--- config.mk ---
export PLATFORM = sky130hd
export DESIGN_NAME = touch_gesture_classifier
export DESIGN_NICKNAME = d
export VERILOG_FILES = /design/src/tgc_pkg.sv /design/src/tgc_cfg.sv /design/src/tgc_core.sv /design/src/touch_gesture_classifier.sv
export SDC_FILE = /design/constraint.sdc
export NUM_CORES = 1
export LEC_CHECK = 0
export BUFFER_PORTS_ARGS = -buffer_cell sky130_fd_sc_hd__buf_2
export CORE_MARGIN = 3
export CORE_UTILIZATION = 60
export DETAILED_ROUTE_END_ITERATION = 8
export MAX_ROUTING_LAYER = met4
export PLACE_DENSITY_LB_ADDON = 0.2
export SLEW_MARGIN = 0
export SYNTH_ARGS = -nofsm -noshare
export SYNTH_HDL_FRONTEND = slang
export SYNTH_SLANG_ARGS = --single-unit
--- constraint.sdc ---
create_clock -name i_clk -period 17.8 [get_ports i_clk]
set_input_delay 0.89 -clock i_clk [delete_from_list [all_inputs] [get_ports i_clk]]
set_output_delay 0.89 -clock i_clk [all_outputs]
set_load 0.01 [all_outputs]
--- src/tgc_pkg.sv ---
`default_nettype none

package tgc_pkg;

    // Fixed field widths of the streams and the configuration port.
    localparam int TIME_W     = 32;
    localparam int RAW_W      = 16;
    localparam int DIST_W     = 10;
    localparam int MS_W       = 16;
    localparam int EV_W       = 4;
    localparam int CFG_IDX_W  = 8;
    localparam int CFG_DATA_W = 16;

    // Input item: now_ms, int_low, touching, raw_x, raw_y, padded to whole bytes.
    localparam int IN_BITS    = TIME_W + 2 + 2 * RAW_W;
    localparam int IN_DATA_W  = ((IN_BITS + 7) / 8) * 8;

    localparam int DEF_SCREEN_WIDTH  = 480;
    localparam int DEF_SCREEN_HEIGHT = 800;

    typedef enum logic {
        OP_UPDATE = 1'b0,
        OP_POP    = 1'b1
    } t_op;

    typedef enum logic [EV_W-1:0] {
        EV_NONE        = 4'd0,
        EV_DOWN        = 4'd1,
        EV_MOVE        = 4'd2,
        EV_UP          = 4'd3,
        EV_CLICK       = 4'd4,
        EV_SWIPE_LEFT  = 4'd5,
        EV_SWIPE_RIGHT = 4'd6,
        EV_SWIPE_UP    = 4'd7,
        EV_SWIPE_DOWN  = 4'd8
    } t_event;

    typedef enum logic [CFG_IDX_W-1:0] {
        REG_SWIPE_MIN_DISTANCE = 8'd0,
        REG_SWIPE_CROSS_LIMIT  = 8'd1,
        REG_SWIPE_MAX_MS       = 8'd2,
        REG_TAP_MAX_DISTANCE   = 8'd3,
        REG_TAP_MAX_MS         = 8'd4,
        REG_MOVE_THRESHOLD     = 8'd5,
        REG_POLL_PERIOD_MS     = 8'd6,
        REG_INT_STALE_MS       = 8'd7
    } t_reg_idx;

    localparam logic [DIST_W-1:0] RST_SWIPE_MIN_DISTANCE = 10'd70;
    localparam logic [DIST_W-1:0] RST_SWIPE_CROSS_LIMIT  = 10'd60;
    localparam logic [MS_W-1:0]   RST_SWIPE_MAX_MS       = 16'd600;
    localparam logic [DIST_W-1:0] RST_TAP_MAX_DISTANCE   = 10'd50;
    localparam logic [MS_W-1:0]   RST_TAP_MAX_MS         = 16'd1000;
    localparam logic [DIST_W-1:0] RST_MOVE_THRESHOLD     = 10'd15;
    localparam logic [MS_W-1:0]   RST_POLL_PERIOD_MS     = 16'd50;
    localparam logic [MS_W-1:0]   RST_INT_STALE_MS       = 16'd3000;

    typedef struct packed {
        logic [DIST_W-1:0] swipe_min_distance;
        logic [DIST_W-1:0] swipe_cross_limit;
        logic [MS_W-1:0]   swipe_max_ms;
        logic [DIST_W-1:0] tap_max_distance;
        logic [MS_W-1:0]   tap_max_ms;
        logic [DIST_W-1:0] move_threshold;
        logic [MS_W-1:0]   poll_period_ms;
        logic [MS_W-1:0]   int_stale_ms;
    } t_cfg;

endpackage

`default_nettype wire

--- src/tgc_cfg.sv ---
`default_nettype none

module tgc_cfg
    import tgc_pkg::*;
(
    input  wire logic                  i_clk,
    input  wire logic                  i_rst_n,
    input  wire logic                  i_cfg_valid,
    input  wire logic [CFG_IDX_W-1:0]  i_cfg_index,
    input  wire logic [CFG_DATA_W-1:0] i_cfg_data,
    output t_cfg                       o_cfg
);

    t_cfg r_cfg;

    always_ff @(posedge i_clk) begin
        if (!i_rst_n) begin
            r_cfg.swipe_min_distance <= RST_SWIPE_MIN_DISTANCE;
            r_cfg.swipe_cross_limit  <= RST_SWIPE_CROSS_LIMIT;
            r_cfg.swipe_max_ms       <= RST_SWIPE_MAX_MS;
            r_cfg.tap_max_distance   <= RST_TAP_MAX_DISTANCE;
            r_cfg.tap_max_ms         <= RST_TAP_MAX_MS;
            r_cfg.move_threshold     <= RST_MOVE_THRESHOLD;
            r_cfg.poll_period_ms     <= RST_POLL_PERIOD_MS;
            r_cfg.int_stale_ms       <= RST_INT_STALE_MS;
        end else if (i_cfg_valid) begin
            // Indexes beyond the register list are dropped.
            case (i_cfg_index)
                REG_SWIPE_MIN_DISTANCE: r_cfg.swipe_min_distance <= i_cfg_data[DIST_W-1:0];
                REG_SWIPE_CROSS_LIMIT:  r_cfg.swipe_cross_limit  <= i_cfg_data[DIST_W-1:0];
                REG_SWIPE_MAX_MS:       r_cfg.swipe_max_ms       <= i_cfg_data[MS_W-1:0];
                REG_TAP_MAX_DISTANCE:   r_cfg.tap_max_distance   <= i_cfg_data[DIST_W-1:0];
                REG_TAP_MAX_MS:         r_cfg.tap_max_ms         <= i_cfg_data[MS_W-1:0];
                REG_MOVE_THRESHOLD:     r_cfg.move_threshold     <= i_cfg_data[DIST_W-1:0];
                REG_POLL_PERIOD_MS:     r_cfg.poll_period_ms     <= i_cfg_data[MS_W-1:0];
                REG_INT_STALE_MS:       r_cfg.int_stale_ms       <= i_cfg_data[MS_W-1:0];
                default: ;
            endcase
        end
    end

    assign o_cfg = r_cfg;

endmodule

`default_nettype wire

--- src/tgc_core.sv ---
`default_nettype none

module tgc_core
    import tgc_pkg::*;
#(
    parameter int SCREEN_WIDTH  = DEF_SCREEN_WIDTH,
    parameter int SCREEN_HEIGHT = DEF_SCREEN_HEIGHT,
    localparam int XW = $clog2(SCREEN_WIDTH),
    localparam int YW = $clog2(SCREEN_HEIGHT)
) (
    input  wire logic              i_clk,
    input  wire logic              i_rst_n,
    input  wire logic              i_fire,
    input  wire t_op               i_op,
    input  wire logic [TIME_W-1:0] i_now,
    input  wire logic              i_int_low,
    input  wire logic              i_touching,
    input  wire logic [RAW_W-1:0]  i_raw_x,
    input  wire logic [RAW_W-1:0]  i_raw_y,
    input  wire t_cfg              i_cfg,
    output t_event                 o_event,
    output logic [XW-1:0]          o_pos_x,
    output logic [YW-1:0]          o_pos_y,
    output logic [XW-1:0]          o_origin_x,
    output logic [YW-1:0]          o_origin_y,
    output logic [TIME_W-1:0]      o_duration
);

    localparam int MW = (XW > YW) ? XW : YW;
    localparam int CW = ((MW > DIST_W) ? MW : DIST_W) + 2;
    localparam logic [RAW_W-2:0] X_MAX = (RAW_W - 1)'(SCREEN_WIDTH - 1);
    localparam logic [RAW_W-2:0] Y_MAX = (RAW_W - 1)'(SCREEN_HEIGHT - 1);

    logic              r_pressed;
    logic [XW-1:0]     r_down_x, r_last_x, r_held_x, r_held_ox;
    logic [YW-1:0]     r_down_y, r_last_y, r_held_y, r_held_oy;
    logic [TIME_W-1:0] r_down_time, r_int_time, r_poll_time, r_held_dur;
    t_event            r_held_type;

    logic [TIME_W-1:0] n_int_time, int_age, poll_age, period, dur;
    logic              gated;
    logic [XW-1:0]     cx;
    logic [YW-1:0]     cy;
    logic signed [CW-1:0] rel_dx, rel_dy, rel_adx, rel_ady;
    logic signed [CW-1:0] mov_dx, mov_dy, mov_adx, mov_ady;
    logic signed [CW-1:0] cross_lim, swipe_min, tap_max, move_th;
    logic              fast, moved;
    t_event            rel_type;

    // Poll gate: idle ticks without INT within poll period skip while INT is fresh.
    assign n_int_time = i_int_low ? i_now : r_int_time;
    assign int_age    = i_now - n_int_time;
    assign poll_age   = i_now - r_poll_time;
    assign period     = (int_age < TIME_W'(i_cfg.int_stale_ms)) ?
                        TIME_W'(i_cfg.poll_period_ms) : '0;
    assign gated      = !i_int_low && !r_pressed && (poll_age < period);

    // Clamp raw coordinates to the screen.
    always_comb begin
        if (i_raw_x[RAW_W-1])
            cx = '0;
        else if (i_raw_x[RAW_W-2:0] > X_MAX)
            cx = XW'(SCREEN_WIDTH - 1);
        else
            cx = i_raw_x[XW-1:0];
        if (i_raw_y[RAW_W-1])
            cy = '0;
        else if (i_raw_y[RAW_W-2:0] > Y_MAX)
            cy = YW'(SCREEN_HEIGHT - 1);
        else
            cy = i_raw_y[YW-1:0];
    end

    assign cross_lim = $signed(CW'(i_cfg.swipe_cross_limit));
    assign swipe_min = $signed(CW'(i_cfg.swipe_min_distance));
    assign tap_max   = $signed(CW'(i_cfg.tap_max_distance));
    assign move_th   = $signed(CW'(i_cfg.move_threshold));

    // Release classification works on the last reported point.
    assign rel_dx  = $signed(CW'(r_last_x)) - $signed(CW'(r_down_x));
    assign rel_dy  = $signed(CW'(r_last_y)) - $signed(CW'(r_down_y));
    assign rel_adx = rel_dx[CW-1] ? -rel_dx : rel_dx;
    assign rel_ady = rel_dy[CW-1] ? -rel_dy : rel_dy;
    assign dur     = i_now - r_down_time;
    assign fast    = dur < TIME_W'(i_cfg.swipe_max_ms);

    always_comb begin
        if (rel_adx > swipe_min && rel_ady < cross_lim && fast)
            rel_type = rel_dx[CW-1] ? EV_SWIPE_LEFT :
                       ((rel_dx != '0) ? EV_SWIPE_RIGHT : EV_SWIPE_LEFT);
        else if (rel_dy > cross_lim && rel_adx < cross_lim && fast)
            rel_type = EV_SWIPE_DOWN;
        else if (rel_dy < -cross_lim && rel_adx < cross_lim && fast)
            rel_type = EV_SWIPE_UP;
        else if (rel_adx < tap_max && rel_ady < tap_max &&
                 dur < TIME_W'(i_cfg.tap_max_ms))
            rel_type = EV_CLICK;
        else
            rel_type = EV_UP;
    end

    assign mov_dx  = $signed(CW'(cx)) - $signed(CW'(r_down_x));
    assign mov_dy  = $signed(CW'(cy)) - $signed(CW'(r_down_y));
    assign mov_adx = mov_dx[CW-1] ? -mov_dx : mov_dx;
    assign mov_ady = mov_dy[CW-1] ? -mov_dy : mov_dy;
    assign moved   = (mov_adx > move_th) || (mov_ady > move_th);

    always_ff @(posedge i_clk) begin
        if (!i_rst_n) begin
            r_pressed   <= 1'b0;
            r_held_type <= EV_NONE;
            r_int_time  <= '0;
            r_poll_time <= '0;
        end else if (i_fire) begin
            if (i_op == OP_POP) begin
                r_held_type <= EV_NONE;
            end else begin
                r_int_time <= n_int_time;
                if (!gated) begin
                    r_poll_time <= i_now;
                    // A passing tick clears the held item unless it makes a new one.
                    if (!i_touching) begin
                        r_pressed   <= 1'b0;
                        r_held_type <= r_pressed ? rel_type : EV_NONE;
                    end else if (!r_pressed) begin
                        r_pressed   <= 1'b1;
                        r_held_type <= EV_DOWN;
                    end else begin
                        r_held_type <= moved ? EV_MOVE : EV_NONE;
                    end
                end
            end
        end
    end

    // Payload registers of the touch tracker and the held item.
    always_ff @(posedge i_clk) begin
        if (i_fire && i_op == OP_UPDATE && !gated) begin
            if (!i_touching) begin
                if (r_pressed) begin
                    r_held_x   <= r_last_x;
                    r_held_y   <= r_last_y;
                    r_held_ox  <= r_down_x;
                    r_held_oy  <= r_down_y;
                    r_held_dur <= dur;
                end
            end else begin
                r_last_x <= cx;
                r_last_y <= cy;
                if (!r_pressed) begin
                    r_down_x    <= cx;
                    r_down_y    <= cy;
                    r_down_time <= i_now;
                    r_held_x    <= cx;
                    r_held_y    <= cy;
                    r_held_ox   <= cx;
                    r_held_oy   <= cy;
                    r_held_dur  <= '0;
                end else if (moved) begin
                    r_held_x   <= cx;
                    r_held_y   <= cy;
                    r_held_ox  <= r_down_x;
                    r_held_oy  <= r_down_y;
                    r_held_dur <= dur;
                end
            end
        end
    end

    // An empty slot reads back with all position and time fields at zero.
    always_comb begin
        o_event    = r_held_type;
        o_pos_x    = '0;
        o_pos_y    = '0;
        o_origin_x = '0;
        o_origin_y = '0;
        o_duration = '0;
        if (r_held_type != EV_NONE) begin
            o_pos_x    = r_held_x;
            o_pos_y    = r_held_y;
            o_origin_x = r_held_ox;
            o_origin_y = r_held_oy;
            o_duration = r_held_dur;
        end
    end

endmodule

`default_nettype wire

--- src/touch_gesture_classifier.sv ---
// Touch gesture classifier.
// Input items arrive on the s_axis channel. tuser selects the operation: an
// update tick carries time, interrupt level, touch flag and raw coordinates
// in tdata; a pop request asks for the held gesture item. Update ticks give
// no output; each pop gives exactly one item on the m_axis channel, with the
// gesture code in tuser and the positions and duration in tdata.
// An accepted item is held in the input register and evaluated from there by
// a single pass of compare and subtract logic; a pop result is loaded into
// the output register, which drives m_axis_tvalid. One item is accepted
// per cycle when the output side keeps up. If the receiver stalls with a
// result waiting, update items keep flowing; a pop waits in the input
// register until the output register frees, and s_axis_tready stays low
// meanwhile.
// Configuration writes on the cfg channel are always ready and take effect
// the next cycle; write them only while the block is idle.
// Synchronous active-low reset restores register defaults, clears the
// pressed state, the held gesture and the poll and interrupt timestamps.
`default_nettype none

module touch_gesture_classifier
    import tgc_pkg::*;
#(
    parameter int SCREEN_WIDTH  = DEF_SCREEN_WIDTH,
    parameter int SCREEN_HEIGHT = DEF_SCREEN_HEIGHT,
    localparam int XW = $clog2(SCREEN_WIDTH),
    localparam int YW = $clog2(SCREEN_HEIGHT),
    localparam int OUT_BITS = 2 * XW + 2 * YW + TIME_W,
    localparam int OUT_DATA_W = ((OUT_BITS + 7) / 8) * 8
) (
    input  wire logic                  i_clk,
    input  wire logic                  i_rst_n,
    input  wire logic                  s_axis_tvalid,
    output logic                       s_axis_tready,
    // now_ms, int_low, touching, raw_x, raw_y
    input  wire logic [IN_DATA_W-1:0]  s_axis_tdata,
    // operation
    input  wire logic [0:0]            s_axis_tuser,
    output logic                       m_axis_tvalid,
    input  wire logic                  m_axis_tready,
    // pos_x, pos_y, origin_x, origin_y, duration_ms
    output logic [OUT_DATA_W-1:0]      m_axis_tdata,
    // event_type
    output logic [EV_W-1:0]            m_axis_tuser,
    input  wire logic                  i_cfg_valid,
    output logic                       o_cfg_ready,
    input  wire logic [CFG_IDX_W-1:0]  i_cfg_index,
    input  wire logic [CFG_DATA_W-1:0] i_cfg_data
);

    t_cfg                  cfg;
    logic                  r_in_valid, r_out_valid;
    t_op                   r_in_op;
    logic [IN_BITS-1:0]    r_in_data;
    logic                  fire, out_free, s_accept;
    t_event                ev;
    logic [XW-1:0]         pos_x, origin_x;
    logic [YW-1:0]         pos_y, origin_y;
    logic [TIME_W-1:0]     duration;
    t_event                r_out_ev;
    logic [OUT_BITS-1:0]   r_out_data;

    assign o_cfg_ready = 1'b1;

    tgc_cfg u_cfg (
        .i_clk       (i_clk),
        .i_rst_n     (i_rst_n),
        .i_cfg_valid (i_cfg_valid),
        .i_cfg_index (i_cfg_index),
        .i_cfg_data  (i_cfg_data),
        .o_cfg       (cfg)
    );

    // Updates always proceed; a pop needs room in the output register.
    assign out_free      = !r_out_valid || m_axis_tready;
    assign fire          = r_in_valid && ((r_in_op == OP_UPDATE) || out_free);
    assign s_axis_tready = !r_in_valid || fire;
    assign s_accept      = s_axis_tvalid && s_axis_tready;

    always_ff @(posedge i_clk) begin
        if (!i_rst_n) begin
            r_in_valid <= 1'b0;
        end else if (s_accept) begin
            r_in_valid <= 1'b1;
        end else if (fire) begin
            r_in_valid <= 1'b0;
        end
    end

    always_ff @(posedge i_clk) begin
        if (s_accept) begin
            r_in_op   <= t_op'(s_axis_tuser[0]);
            r_in_data <= s_axis_tdata[IN_BITS-1:0];
        end
    end

    tgc_core #(
        .SCREEN_WIDTH  (SCREEN_WIDTH),
        .SCREEN_HEIGHT (SCREEN_HEIGHT)
    ) u_core (
        .i_clk      (i_clk),
        .i_rst_n    (i_rst_n),
        .i_fire     (fire),
        .i_op       (r_in_op),
        .i_now      (r_in_data[TIME_W-1:0]),
        .i_int_low  (r_in_data[TIME_W]),
        .i_touching (r_in_data[TIME_W+1]),
        .i_raw_x    (r_in_data[TIME_W+2 +: RAW_W]),
        .i_raw_y    (r_in_data[TIME_W+2+RAW_W +: RAW_W]),
        .i_cfg      (cfg),
        .o_event    (ev),
        .o_pos_x    (pos_x),
        .o_pos_y    (pos_y),
        .o_origin_x (origin_x),
        .o_origin_y (origin_y),
        .o_duration (duration)
    );

    always_ff @(posedge i_clk) begin
        if (!i_rst_n) begin
            r_out_valid <= 1'b0;
        end else if (fire && r_in_op == OP_POP) begin
            r_out_valid <= 1'b1;
        end else if (m_axis_tready) begin
            r_out_valid <= 1'b0;
        end
    end

    always_ff @(posedge i_clk) begin
        if (fire && r_in_op == OP_POP) begin
            r_out_ev   <= ev;
            r_out_data <= {duration, origin_y, origin_x, pos_y, pos_x};
        end
    end

    assign m_axis_tvalid = r_out_valid;
    assign m_axis_tuser  = r_out_ev;
    assign m_axis_tdata  = OUT_DATA_W'(r_out_data);

endmodule

`default_nettype wire
==> results.md, run 1 <==
* Clock-pin slew on the worst setup and hold paths at 0.06 ns
* Chip Height at roughly 220 um
* Register area share after synthesis at 42.5%
* Gr ovfl total at 0
* Setup slack, reg-to-reg at around 8.7 ns
* Clock sink count at roughly 460
* Hold Path Stages at 2
* Starting DRC count in detailed routing at 1710
* Number of buffers and inverters on the critical path at 2
* Hold_sp: u_cfg.o_cfg[70]$_SDFFE_PN0P_
* First-pass GRT wire length at between 100000 and 150000 um
* Placed Area at 29400 um2
* CP arrival at roughly 9.6 ns
* Tcrit/Tclk final at between 50 and 60%
* Peak Freq at 109 MHz
* CTS buffer count at 48
* Status: finished, final reports clean
* CTS root buffer: clkbuf_16
* Post-detailed-route wirelength per cell at between 20 and 25 um
* Crit path max fanout at 64
* CTS Hold Bufs at 0
* Max Cap Viol at 0
* Commonest cells after routing, fill and taps aside: nand2_1, ha_1, edfxtp_1
* Commonest non-fill, non-tap cell in the layout: nand2_1
* Max clock buf depth at 3
* Vias at between 20000 and 25000
* #FFs+latches synth at 456
* CP max stage delay at ~0.62 ns
* Reg2Reg Depth at 32
* Layout area overhead at 9.99%
* Vias per cell at between 6 and 7
* Core area at 45800 um2
* Critical R2R Capture: u_core.r_poll_time[4]$_SDFFE_PN0P_
* Min-delay worst type: register to register
* Final GP Congestion at 0.953
* Vias in the first global route at between 20000 and 25000
* Leakage at roughly 0.012 uW
* Worst vdd ir at 93.4 uV
* RR Startpoint: r_in_data[32]$_DFFE_PP_
* Final TNS setup at 0 ns
* Setup WS post-layout at 8.66 ns
* DRC at 0
* Antenna viol nets, final at 0
* I/O pin count at approximately 180
* Synthesized cell area at roughly 28000 um2
* CTS tree: done
* Layout cells sized above 1 at 10.1%
* Final setup violation count at 0
* Crit path launch type: register
* Main synth FF type: edfxtp_1
* Syn avg cell area at around 9.5 um2
* I/O Buffers at about 170
* # fillers at between 3000 and 4000
* Fin crit period at between 9 and 10 ns
* Placed insts at between 3000 and 4000
* Crit-path leading delay family: compound AO/OA/AOI/OAI gates
* Final cell count without fillers at around 3700
* Critical path endpoint category: register
* Fin area at 30900 um2
* Post_cts resized at 0
* # rows at between 70 and 80
* Worst-Margin Slew at around 1.2 ns
* Clock latency at the later pin of the worst-skew pair at 0.60 ns
* GR Util All Layers at 30.8%
* Die X at roughly 220 um
* PD cells at 84.3 nW/um2
* Worst slack, placed at approximately 9 ns
* Post-synth EDFFs at 281
* Largest net degree at the start of global routing at 72
* Cells after Synth at around 3000
* Worst slew margin at about 17%
* Kind of critical path: register to register
* Starting Density at between 60% and 70%
* Die area at slightly below 50000 um2
* Number of synthesis warnings at 0
* N_diodes at 0
* Hold EP: u_cfg.o_cfg[70]$_SDFFE_PN0P_
* Critical path required time at 18.24 ns
* Routed WL at around 76000 um
* Ys async rst share at 0%
* Antenna violations before repair at 0
* Post-CTS Repair Setup Buffers at 0
* H-tree depth at 2
* Netlist cell types at 85
* DR pass1 iterations at 6
* Final hold vios at 0
* Final slew viol count at 0
* RSZ-0062 raised after global routing: false
* Crit-path slowest cell: and4_1
* Final #Nets at ~3500
* DPL Wire Length at 57000 um
* Clock skew at 0.0258 ns
-- Yosys cell counts, drive strengths merged (13+ instances only) --
| master | instances | area (um2) |
|---|---|---|
| xor2 | 47 | 412 |
| and3 | 17 | 106 |
| and2 | 29 | 181 |
| nor2 | 216 | 811 |
| o21ai | 179 | 896 |
| inv | 220 | 826 |
| a31oi | 15 | 93.8 |
| mux2 | 20 | 225 |
| edfxtp | 281 | 8440 |
| o21a | 33 | 248 |
| clkbuf | 106 | 399 |
| a21o | 42 | 315 |
| nor4 | 19 | 125 |
| buf | 20 | 110 |
| dfxtp | 175 | 3500 |
| o211ai | 50 | 375 |
| nand2 | 311 | 1170 |
| nor3 | 51 | 260 |
| a21oi | 200 | 1010 |
| nand4 | 38 | 238 |
| xnor2 | 82 | 718 |
| nand2b | 22 | 138 |
| a2111oi | 13 | 129 |
| nand3 | 82 | 410 |
| mux2i | 84 | 841 |
| a211oi | 59 | 448 |
| nor2b | 106 | 663 |
| ha | 283 | 3540 |
-- stage by stage --
stage / hold slack (ns) / power (uW) / utilization, %
after floorplan: 0.424 / 1520 / -
after global placement: 0.440 / 1640 / 64.2
after detailed placement: 0.446 / 1650 / 64.2
after CTS: 0.445 / 2610 / 67.5
after global routing: 0.457 / 2710 / 67.5
final: 0.455 / 2600 / 67.5
-- sequential cells by signal (all words and copies together), names as in the netlist, 10 cells and up --
register	flops
u_cfg.o_cfg	104
r_out_data	70
r_in_data	66
u_core.r_down_time	32
u_core.r_held_dur	32
u_core.r_int_time	32
u_core.r_poll_time	32
u_core.r_down_y	10
u_core.r_held_oy	10
u_core.r_held_y	10
u_core.r_last_y	10
-- worst register-to-register path: cells and delay by family (launching register included) --
kind / cells / cell delay (ns)
flops: 1 / 0.33
mux: 1 / 0.47
buf+inv: 2 / 1.10
xor+xnor: 1 / 0.14
fa+ha+maj: 3 / 0.88
simple gates: 13 / 2.81
compound gates: 12 / 3.30
-- worst max path at each step --
stage	from	end	slack, ns	cells past startpoint
after detailed placement	r_in_data[32]$_DFFE_PP_	u_core.r_down_time[23]$_DFFE_PP_	8.77	30
after CTS	r_in_data[32]$_DFFE_PP_	u_core.r_down_time[22]$_DFFE_PP_	8.71	30
after global routing	r_in_data[32]$_DFFE_PP_	u_core.r_poll_time[4]$_SDFFE_PN0P_	8.02	33
after floorplan	r_in_data[32]$_DFFE_PP_	u_core.r_down_time[0]$_DFFE_PP_	8.75	35
final	r_in_data[32]$_DFFE_PP_	u_core.r_poll_time[4]$_SDFFE_PN0P_	8.66	32
after global placement	r_in_data[32]$_DFFE_PP_	u_core.r_down_time[0]$_DFFE_PP_	8.81	30
-- report_power, final --
group | switching, uW | internal [uW] | total, uW
logic | 291 | 178 | 469
registers | 20.7 | 1150 | 1170
clock network | 420 | 544 | 963
total | 732 | 1870 | 2600
-- area by class of cell --
class                   count  area, um2  share of cell area, %
clock inverters            24        195                  0.632
multi-input cells        2165      14900                   48.2
clock buffers              62       1290                   4.19
flip-flops and latches    456      11900                   38.7
inverters                 220        826                   2.67
repair buffers            189        991                   3.21
well taps                 600        751                   2.43
-- logic make-up (layout without fill, tap and decap cells) --
kind of cell / after synthesis / in the layout / synth area share (%)
AND/OR/NAND/NOR: 949 / 949 / 16.2
adder cells (fa/ha/maj): 290 / 290 / 13.1
flip-flops: 456 / 456 / 42.5
multiplexers: 104 / 104 / 3.79
other: 2 / 3 / 0.0267
AO/OA/AOI/OAI: 690 / 690 / 15.6
buffers and inverters: 346 / 495 / 4.75
XOR/XNOR: 129 / 129 / 4.02
-- routing by layer --
layer / vias up / GRT usage [%] / wire length (um)
met5: - / - / 0
met4: 0 / 13.7 / 3660
met3: 198 / 3.51 / 4280
met2: 768 / 53.4 / 37600
met1: 10700 / 36.1 / 30200
li1: 10900 / - / -
Note: power is estimated with default switching activity, not from simulation.
==> run 2: changes to the inputs <==
ABC_AREA = 1   (was default)
clock period = 9.4 ns   (was 17.8 ns; I/O delays follow)
==> results.md, run 2 <==
* Status: finished, final reports clean
* Crit path max fanout at 38
* I/O Buffers at between 150 and 200
* CP max stage delay at approximately 0.91 ns
* Vias in the first global route at approximately 23000
* CTS Hold Bufs at 1
* RR Startpoint: r_in_data[32]$_DFFE_PP_
* Commonest cells after routing, fill and taps aside: nand2_1, inv_1, nor2_1
* Worst slew margin at between 30% and 40%
* Layout cells sized above 1 at 8.63%
* Crit path launch type: register
* Final hold vios at 0
* Die area at about 52000 um2
* First-pass GRT wire length at around 120000 um
* Worst slack, placed at 1.84 ns
* Final TNS setup at 0 ns
* Commonest non-fill, non-tap cell in the layout: nand2_1
* Crit-path slowest cell: edfxtp_1
* Clock Power Share at between 30% and 40%
* Gr ovfl total at 0
* Routed WL at ~75000 um
* Register area share after synthesis at approximately two fifths
* Starting DRC count in detailed routing at around 1700
* CP arrival at 7.78 ns
* Clock skew at ~0.02 ns
* Hold_sp: s_axis_tdata[62]
* Setup slack, reg-to-reg at 1.86 ns
* Antenna violations before repair at 0
* Post-synth top area cell: edfxtp_1
* Post_cts resized at 0
* Hold Path Stages at 1
* Max clock buf depth at 3
* Worst vdd ir at 163 uV
* Starting Density at ~61%
* Final setup violation count at 0
* Peak Freq at 133 MHz
* Number of synthesis warnings at 0
* Reg2Reg Depth at 34
* H-tree depth at 2
* Gate power share at between 10% and 20%
* Netlist cell types at 62
* CTS root buffer: clkbuf_16
* Critical path's most frequent cell: nand2_1
* Chip Height at 227 um
* Hold EP: r_in_data[62]$_DFFE_PP_
* Most frequent cells after synthesis: nand2_1, inv_1, nor2_1
* Vias at approximately 24000
* Synthesized cell area at roughly 29000 um2
* Syn avg cell area at roughly 8 um2
* Most common cell in the netlist: nand2_1
* Leakage at roughly 0.015 uW
* Vias per cell at ~5.4
* Worst-Margin Slew at just over 1 ns
* Hold WS at 0.0347 ns
* Critical path required time at about 9.6 ns
* Post-synth EDFFs at between 200 and 300
* Clock-pin slew on the worst setup and hold paths at 0.06 ns
* Max Cap Viol at 0
* Core area at 47900 um2
* Post-CTS Repair Setup Buffers at 0
* Die X at about 230 um
* DRC at 0
* Layout area overhead at 10.5%
* Largest net degree at the start of global routing at 86
* Clock sink count at 456
* PD cells at between 150 and 200 nW/um2
* Internal Pwr Total at roughly 3600 uW
* GR Util All Layers at about 30%
* Flop pwr share at roughly 44%
* Final slew viol count at 0
* Cells after Synth at 3721
* Fin crit period at between 7 and 8 ns
* Setup WS post-layout at approximately 1.9 ns
* Critical path endpoint category: register
* Critical R2R Capture: u_core.r_held_y[3]$_DFFE_PP_
* Antenna viol nets, final at 0
* CTS tree: done
* Net Switching at ~1500 uW
* I/O pin count at about 180
* # rows at 80
* Min-delay worst type: input pin to register
* RSZ-0062 raised after global routing: false
* Max FFs per register at about 100
* Dominant cells by area after synthesis: edfxtp_1, ha_1, dfxtp_1
* Tcrit/Tclk final at about 80%
* Final GP Congestion at about 0.97
* Switch share at between 20% and 30%
* Clock latency at the later pin of the worst-skew pair at 0.61 ns
* Ys async rst share at 0%
* DR pass1 iterations at 5
* N_diodes at 0
* Area fraction of the dominant cell type after synthesis at between 20% and 30%
* Post-detailed-route wirelength per cell at about 17 um
* Kind of critical path: register to register
* DPL Wire Length at ~58000 um
* Main synth FF type: edfxtp_1
* CTS buffer count at between 40 and 50
* Final #Nets at between 4000 and 5000
* #FFs+latches synth at around 460
==> run 2: cell count changes in the layout (fill, tap and decap cells not counted), sizes merged, moves of 38 or more <==
cell / change
nand2: +533
inv: +427
nor2: +211
nor2b: -106
xnor2: -58
mux2i: -54
a21oi: +49
xor2: +44
o21ai: +38
==> run 2: worst max-delay path, delay by kind of cell, from the launching register on <==
family / cells / cell delay (ns)
simple gates: 17 / 2.78
xor+xnor: 1 / 0.22
compound gates: 6 / 0.71
flops: 1 / 0.91
fa+ha+maj: 3 / 0.93
mux: 1 / 0.30
buf+inv: 6 / 1.28
==> run 2: worst max-delay path by stage <==
stage,startpoint,endpoint,slack [ns],cells after the start
2_1_floorplan,r_in_data[32]$_DFFE_PP_,u_core.r_held_dur[0]$_DFFE_PP_,0.85,37
3_3_place_gp,r_in_data[32]$_DFFE_PP_,u_core.r_held_y[3]$_DFFE_PP_,1.97,34
3_5_place_dp,r_in_data[32]$_DFFE_PP_,u_core.r_held_y[3]$_DFFE_PP_,1.84,34
4_1_cts,r_in_data[32]$_DFFE_PP_,u_core.r_held_y[3]$_DFFE_PP_,1.82,34
5_1_grt,r_in_data[32]$_DFFE_PP_,u_core.r_held_y[3]$_DFFE_PP_,1.16,32
6_report,r_in_data[32]$_DFFE_PP_,u_core.r_held_y[3]$_DFFE_PP_,1.86,34
==> run 2: metal layers <==
layer,GRT usage (%),vias to the layer above,routed length [um]
li1,-,12500,-
met1,35.1,11100,30800
met3,3.29,187,3460
met5,-,-,0
met2,52.2,625,37200
met4,12.5,0,3440
==> run 2: metrics by stage <==
step | util [%] | area (um2) | std cells | power, uW
after floorplan | - | 29300 | 3722 | 2970
after global placement | 64.2 | 30800 | 4453 | 3220
after detailed placement | 64.2 | 30800 | 4453 | 3240
after CTS | 67.5 | 32400 | 4542 | 5130
after global routing | 67.5 | 32400 | 4542 | 5350
final | 67.5 | 32400 | 4542 | 5100
==> run 2: power by group through the flow <==
stage	clock (uW)	combinational [uW]	sequential, uW
CTS	1920	972	2230
global placement	0	948	2270
detailed placement	0	964	2280
global route	2000	1110	2240
floorplan	0	704	2260
finish	1890	979	2230
==> run 2: final cells by class <==
class,instances,area (um2)
inverters,648,2430
clock buffers,73,1400
repair buffers,190,1000
fillers,4064,15600
well taps,615,769
clock inverters,15,190
multi-input cells,2545,14600
flip-flops and latches,456,11900
==> run 2: cell families (layout without fill, tap and decap cells) <==
logic type | count (synthesis) | in the layout | share of synthesized area, %
flip-flops | 456 | 456 | 40.7
multiplexers | 30 | 30 | 1.02
buffers and inverters | 721 | 926 | 9.44
AO/OA/AOI/OAI | 593 | 593 | 11.3
other | 2 | 3 | 0.0256
AND/OR/NAND/NOR | 1514 | 1514 | 21.5
adder cells (fa/ha/maj) | 290 | 290 | 12.6
XOR/XNOR | 115 | 115 | 3.44
